### config.mk
export PLATFORM = sky130hd
export DESIGN_NAME = bounded_array_list
export DESIGN_NICKNAME = d
export VERILOG_FILES = /design/src/bal_pkg.sv /design/src/bal_cell.sv /design/src/bounded_array_list.sv
export SDC_FILE = /design/constraint.sdc
export NUM_CORES = 2
export LEC_CHECK = 0
export BUFFER_PORTS_ARGS = -buffer_cell sky130_fd_sc_hd__buf_2
export CORE_MARGIN = 10
export CORE_UTILIZATION = 40
export CTS_BUF_LIST = sky130_fd_sc_hd__clkbuf_16
export DETAILED_ROUTE_END_ITERATION = 10
export MAX_ROUTING_LAYER = met4
export PLACE_DENSITY = 0.56
export SKIP_LAST_GASP = 1
export SYNTH_ARGS = -nofsm -noshare
export SYNTH_HDL_FRONTEND = slang
export SYNTH_SLANG_ARGS = --single-unit
### constraint.sdc
create_clock -name clk -period 9.5 [get_ports clk]
set_clock_uncertainty 0.2 [all_clocks]
set_input_delay 0.95 -clock clk [delete_from_list [all_inputs] [get_ports clk]]
set_output_delay 0.95 -clock clk [all_outputs]
set_load 0.02 [all_outputs]
### src/bal_pkg.sv
// Shared types, constants and control bundle for the bounded array list.
package bal_pkg;

  localparam int DataW     = 32;
  localparam int CntW      = 5;
  localparam int DepthDef  = 16;
  localparam logic [CntW-1:0] CapReset = 5'd16;

  // Operation codes carried on the mode port
  typedef enum logic [2:0] {
    MODE_PUSH_FRONT = 3'd0,
    MODE_PUSH_BACK  = 3'd1,
    MODE_POP_BACK   = 3'd2,
    MODE_POP_FRONT  = 3'd3,
    MODE_INSERT_AT  = 3'd4,
    MODE_PEEK_LAST  = 3'd5,
    MODE_SEARCH     = 3'd6
  } mode_t;

  // Broadcast control from the top level to every cell of the chain
  typedef struct packed {
    logic                    up;     // cells above 'at' take the lower neighbor
    logic                    down;   // every cell takes the upper neighbor
    logic                    wr;     // cell at 'at' takes 'value'
    logic [CntW-1:0]         at;
    logic [CntW-1:0]         count;  // entries held before this beat
    logic signed [DataW-1:0] value;  // value to write or key to search for
  } bal_ctl_t;

endpackage

### src/bal_cell.sv
// One storage cell of the list chain: hold, shift or load, and compare.
module bal_cell #(
  parameter int IDX = 0
) (
  input  logic                          clk,
  input  bal_pkg::bal_ctl_t             ctl,
  input  logic signed [bal_pkg::DataW-1:0] lower,
  input  logic signed [bal_pkg::DataW-1:0] upper,
  output logic signed [bal_pkg::DataW-1:0] value,
  output logic                          hit,
  output logic signed [bal_pkg::DataW-1:0] last_data
);
  import bal_pkg::*;

  logic signed [DataW-1:0] value_next;
  logic                    in_use;
  logic                    is_last;

  // Pick the next content of this cell
  always_comb begin
    priority if (ctl.wr && (IDX == int'(ctl.at))) begin
      value_next = ctl.value;
    end else if (ctl.up && (IDX > int'(ctl.at))) begin
      value_next = lower;
    end else if (ctl.down) begin
      value_next = upper;
    end else begin
      value_next = value;
    end
  end

  always_ff @(posedge clk) begin
    value <= value_next;
  end

  // Match and last-entry taps for the search and peek reductions
  assign in_use    = IDX < int'(ctl.count);
  assign is_last   = (IDX + 1) == int'(ctl.count);
  assign hit       = in_use && (value == ctl.value);
  assign last_data = is_last ? value : '0;

endmodule

### src/bounded_array_list.sv
// Top level of the bounded array list: control, count and the chain of cells.
//
//  channel   signals                               beat taken when
//  --------  ------------------------------------  ----------------------
//  command   start, mode, item_value, position     start high, busy low
//  result    done, ok, data, count, is_empty,      done high (one cycle)
//            is_full
//  config    cfg_we, cfg_wdata (capacity)          cfg_we high
//
// Every operation, shifts and search included, needs no sequencing: all
// cells of the chain shift or compare together, and the result appears on
// the cycle after the command beat. busy stays low, so a command may come
// every cycle. Reset empties the list and sets capacity to 16; cell contents
// are not cleared. The receiver cannot stall, so results never wait.
module bounded_array_list #(
  parameter int DEPTH = bal_pkg::DepthDef
) (
  input  logic                             clk,
  input  logic                             rst,
  input  logic                             start,
  output logic                             busy,
  input  logic [2:0]                       mode,
  input  logic signed [bal_pkg::DataW-1:0] item_value,
  input  logic [bal_pkg::CntW-1:0]         position,
  output logic                             done,
  output logic                             ok,
  output logic signed [bal_pkg::DataW-1:0] data,
  output logic [bal_pkg::CntW-1:0]         count,
  output logic                             is_empty,
  output logic                             is_full,
  input  logic                             cfg_we,
  input  logic [bal_pkg::CntW-1:0]         cfg_wdata
);
  import bal_pkg::*;

  // Largest count the chain can hold, clipped to what the count field carries
  localparam logic [CntW-1:0] DepthCap = (DEPTH > 31) ? 5'd31 : 5'(DEPTH);

  logic [CntW-1:0]         capacity;
  logic [CntW-1:0]         item_count;
  logic [CntW-1:0]         item_count_next;
  logic [CntW-1:0]         eff_cap;
  logic                    accept;
  logic                    room;
  logic                    nonempty;
  logic                    ok_next;
  logic signed [DataW-1:0] data_next;
  logic                    hit_any;
  logic signed [DataW-1:0] last_value;
  bal_ctl_t                ctl;

  logic signed [DataW-1:0] cell_value [DEPTH];
  logic                    cell_hit   [DEPTH];
  logic signed [DataW-1:0] cell_last  [DEPTH];

  assign busy     = 1'b0;
  assign accept   = start && !busy;
  assign eff_cap  = (capacity > DepthCap) ? DepthCap : capacity;
  assign room     = item_count < eff_cap;
  assign nonempty = item_count != '0;

  // Reduce the per-cell match and last-entry taps
  always_comb begin
    hit_any    = 1'b0;
    last_value = '0;
    for (int i = 0; i < DEPTH; i++) begin
      hit_any    = hit_any | cell_hit[i];
      last_value = last_value | cell_last[i];
    end
  end

  // Decode the command into chain control, result and next count
  always_comb begin
    ctl             = '0;
    ctl.count       = item_count;
    ctl.value       = item_value;
    ok_next         = 1'b0;
    data_next       = '0;
    item_count_next = item_count;
    unique case (mode_t'(mode))
      MODE_PUSH_FRONT: begin
        if (room) begin
          ctl.up          = 1'b1;
          ctl.wr          = 1'b1;
          ctl.at          = '0;
          ok_next         = 1'b1;
          item_count_next = item_count + 5'd1;
        end
      end
      MODE_PUSH_BACK: begin
        if (room) begin
          ctl.wr          = 1'b1;
          ctl.at          = item_count;
          ok_next         = 1'b1;
          item_count_next = item_count + 5'd1;
        end
      end
      MODE_POP_BACK: begin
        if (nonempty) begin
          ok_next         = 1'b1;
          data_next       = last_value;
          item_count_next = item_count - 5'd1;
        end
      end
      MODE_POP_FRONT: begin
        if (nonempty) begin
          ctl.down        = 1'b1;
          ok_next         = 1'b1;
          item_count_next = item_count - 5'd1;
        end
      end
      MODE_INSERT_AT: begin
        if (room && (position <= item_count)) begin
          ctl.up          = 1'b1;
          ctl.wr          = 1'b1;
          ctl.at          = position;
          ok_next         = 1'b1;
          item_count_next = item_count + 5'd1;
        end
      end
      MODE_PEEK_LAST: begin
        if (nonempty) begin
          ok_next   = 1'b1;
          data_next = last_value;
        end
      end
      MODE_SEARCH: begin
        ok_next = hit_any;
      end
      default: begin
        ok_next = 1'b0;
      end
    endcase
    // Drop all cell writes unless a command beat is taken
    if (!accept) begin
      ctl.up   = 1'b0;
      ctl.down = 1'b0;
      ctl.wr   = 1'b0;
    end
  end

  // Hold count and capacity
  always_ff @(posedge clk) begin
    if (rst) begin
      item_count <= '0;
      capacity   <= CapReset;
    end else begin
      if (accept) begin
        item_count <= item_count_next;
      end
      if (cfg_we) begin
        capacity <= cfg_wdata;
      end
    end
  end

  // Strobe the result in the cycle after the command beat
  always_ff @(posedge clk) begin
    if (rst) begin
      done <= 1'b0;
    end else begin
      done <= accept;
    end
  end

  always_ff @(posedge clk) begin
    if (accept) begin
      ok       <= ok_next;
      data     <= data_next;
      count    <= item_count_next;
      is_empty <= item_count_next == '0;
      is_full  <= item_count_next >= eff_cap;
    end
  end

  // Chain of cells, each fed by its lower and upper neighbor
  for (genvar g = 0; g < DEPTH; g++) begin : g_cell
    logic signed [DataW-1:0] lower;
    logic signed [DataW-1:0] upper;
    if (g == 0) begin : g_lo_end
      assign lower = '0;
    end else begin : g_lo
      assign lower = cell_value[g-1];
    end
    if (g == DEPTH - 1) begin : g_hi_end
      assign upper = '0;
    end else begin : g_hi
      assign upper = cell_value[g+1];
    end
    bal_cell #(
      .IDX(g)
    ) u_cell (
      .clk      (clk),
      .ctl      (ctl),
      .lower    (lower),
      .upper    (upper),
      .value    (cell_value[g]),
      .hit      (cell_hit[g]),
      .last_data(cell_last[g])
    );
  end

endmodule
==> metrics.txt <==
outcome complete, no violations; dpl cell area 0.0385 mm²; Clock transition at path regs 0.06 ns; Seq cells post-synth 563; Period minus WS final 7.00 ns; # DRC 0; global route overflow 0; Via density 6.92; total power 6.83 mW; Post-CTS Setup Inserts 0; number of synthesized flops with an enable pin 552; CP Capture Point g_cell[10].u_cell.value[30]; antenna violations before repair 20; Die X 325 µm; critical path startpoint category flop; wire length per cell 42.3 µm; internal power 4.74 mW; YS warnings 0; Slew @ Worst Pin 1.23 ns; layout cells sized above 1 11.8%; post-cts hold buffer count 0; final estimated routing congestion in global placement 1.13; Worst R2R Start item_count[4]; Hold WC Path Type flop to flop; Root Driver clkbuf_16; Max Cap Violations 0; Top FF cell, synth edfxtp_1; Fin Setup TNS 0 ns; final instance area 0.0408 mm²; die height 325 µm; DR pass1 iterations 10; ys async rst share 0%; Synthesized Nets 3527; CP startpoint item_count[4]; Sw Pwr 2.09 mW; core area 0.0919 mm²; WHS 0.295 ns; CP max stage cell nand2_2; setup violators final 0; relative slew slack 18.1%; CTS tree done; fin crit share 73.7%; Synth Instances 3457; Final Slew Violations 0; H-tree levels 3; reg2reg path depth 11; post_cts resized 0; largest net degree at the start of global routing 66; Initial Utilization 40.5%; Clock Tree Buf Depth 3; IO buf count 89; Worst Path Max Fanout 38; Top cell by count, worst path nand2_2; post-route ant nets 0; worst-skew pair later-pin latency 0.66 ns; P&R area growth vs syn 9.67%; Crit path max-delay family simple AND/OR/NAND/NOR gates; Crit Path Class flop to flop; logic gate share of total power 15.5%; post-DP HPWL 134000 µm; Clk network pwr share 39.9%; CTS buffer count 71; Final #Nets 3425; Lkg Pwr 14.5 nW; Die ar. 0.106 mm²; routed vias 32400; VDD IR max 0.132 mV; PD cells 167 mW/mm²; Total Routed Length 198000 µm; Crit path required time 9.40 ns; GRT Overall Usage 36.8%; Critical Path End Type flop; clk sink count 563; Arr. time, crit path 6.90 ns; Hold Vio Cnt, Final 0; Starting DRT DRC Count 6687; unrepaired setup endpoints after global routing no; WP depth 11; slowest stage delay, CP 0.96 ns; Switching Fraction 30.6%; syn avg cell area 10.8 µm²; sequential fraction of the synthesis area 45.1%; Mapped Area 0.0372 mm²; r2r endpoint g_cell[10].u_cell.value[30]; io pins 91; post-synth cell types 91; CP Cell Sequence inv_1, ha_1, and3_4, o21a_4, a2bb2oi_1, a211oi_2, nand3_4, nand2_2, nor2_4, buf_4, nand2_2; FP Rows 111; flop2flop setup slack 2.50 ns; Max Fclk 143 MHz; first-pass GRT wire length 265000 µm; vias in the first global route 29600; CP Buf/Inv Count 2; Flop pwr share 44.5%
-- worst reg2reg max path, stage by stage (launching register included) --
cell and delay, ns:
dfxtp_1 0.79, inv_1 0.33, ha_1 0.41, and3_4 0.22
o21a_4 0.17, a2bb2oi_1 0.53, a211oi_2 0.28, nand3_4 0.83
nand2_2 0.98, nor2_4 0.28, buf_4 0.53, nand2_2 0.80
-- cell type report --
class | count | area [µm²]
antenna | 19 | 47.5
clock buffer | 76 | 1900
clock inverter | 55 | 363
fill | 8769 | 51100
inverter | 15 | 56.3
multi-input combinational | 2520 | 19000
sequential | 563 | 16800
tap | 1243 | 1560
timing repair buffer | 184 | 1160
-- logic make-up (layout without fill, tap and decap cells) --
logic type               Yosys count  after routing  share of synthesized area [%]
multiplexers                     362            362                           9.84
adder cells (fa/ha/maj)           21             21                          0.706
AO/OA/AOI/OAI                    944            944                           18.5
other                              1             20                         0.0101
XOR/XNOR                         511            511                           12.0
buffers and inverters            374            330                           4.72
flip-flops                       563            563                           45.1
AND/OR/NAND/NOR                  681            681                           9.08
-- how the worst min path moves through the flow --
stage / startpoint / to / slack, ns / depth (start not counted)
after global routing: cfg_wdata[4] / capacity[4] / 0.33 / 3
after floorplan: capacity[2] / capacity[2] / 0.26 / 2
after detailed placement: capacity[3] / capacity[3] / 0.29 / 2
after CTS: cfg_wdata[4] / capacity[4] / 0.30 / 3
final: capacity[3] / capacity[3] / 0.30 / 2
after global placement: capacity[3] / capacity[3] / 0.28 / 2
-- sequential cells by signal, summed over array words and instances (netlist names) --
name                 cells
g_cell.u_cell.value    512
data                    32
capacity                 5
count                    5
item_count               5
done                     1
is_empty                 1
is_full                  1
ok                       1
-- cells in the mapped netlist (3+ instances only) --
library cell	number	area share (%)
ha_1	21	0.71
and2_1	8	0.13
inv_1	14	0.14
o22ai_1	3	0.050
edfxtp_1	552	45
buf_1	33	0.33
buf_6	22	0.67
clkbuf_1	194	2.0
buf_4	20	0.40
nor3b_1	4	0.081
o21ai_1	52	0.70
buf_2	89	1.2
xnor2_1	282	6.6
mux2i_1	330	8.9
a22o_1	214	5.0
nor2_1	255	2.6
a221oi_1	55	1.3
nor3_2	3	0.081
a222oi_1	64	1.7
and3_1	31	0.52
nor3_1	15	0.20
mux2_2	32	0.97
nor2b_1	5	0.084
nand2b_1	7	0.12
nand2_1	130	1.3
nand4_1	86	1.4
a41oi_1	4	0.094
a21o_1	129	2.6
nor3_4	6	0.26
xor2_1	229	5.4
a22oi_1	52	1.0
a211oi_1	4	0.081
nand3_1	25	0.34
dfxtp_1	11	0.59
o21ai_0	51	0.69
a32o_1	3	0.081
a31oi_1	33	0.55
or4_1	6	0.12
and4_1	9	0.21
o211ai_1	3	0.060
a21oi_1	238	3.2
nor4_1	66	1.1
or3_1	9	0.15
-- metal layers --
metal / vias to the layer above / part of all wire [%] / GRT usage [%]
met1: 16000 / 38 / 47.0
met5: - / 0 / -
met3: 573 / 14 / 12.3
met4: 0 / 6.7 / 19.6
li1: 12900 / - / -
met2: 2805 / 41 / 50.9
-- per-stage QoR --
stage / util (%) / setup WS, ns / cells
2_1_floorplan: - / 4.67 / 3457
3_3_place_gp: 41.9 / 2.76 / 4525
3_5_place_dp: 41.9 / 2.75 / 4525
4_1_cts: 44.4 / 2.80 / 4656
5_1_grt: 44.4 / 2.40 / 4670
6_report: 44.4 / 2.50 / 4675
-- power groups by stage --
| stage | logic, mW | clock network (mW) | registers (mW) |
|---|---|---|---|
| after global placement | 1.01 | 0 | 3.08 |
| after global routing | 1.07 | 2.83 | 3.04 |
| after detailed placement | 1.01 | 0 | 3.08 |
| after CTS | 1.01 | 2.74 | 3.03 |
| final | 1.06 | 2.73 | 3.04 |
| after floorplan | 0.578 | 0 | 3.01 |
-- cells in the final DEF, fill, tap and decap left out, types with 64 or more instances in the layout --
| cell | Yosys | layout |
|---|---|---|
| a21oi_1 | 238 | 237 |
| nor4_1 | 66 | 64 |
| xnor2_1 | 282 | 282 |
| a21o_1 | 129 | 129 |
| edfxtp_1 | 552 | 552 |
| nand4_1 | 86 | 86 |
| buf_4 | 20 | 96 |
| xor2_1 | 229 | 229 |
| buf_2 | 89 | 88 |
| mux2i_1 | 330 | 330 |
| a222oi_1 | 64 | 64 |
| clkbuf_16 | 0 | 76 |
| nand2_1 | 130 | 122 |
| nor2_1 | 255 | 251 |
| a22o_1 | 214 | 214 |
Note: power is estimated with default switching activity, not from simulation.
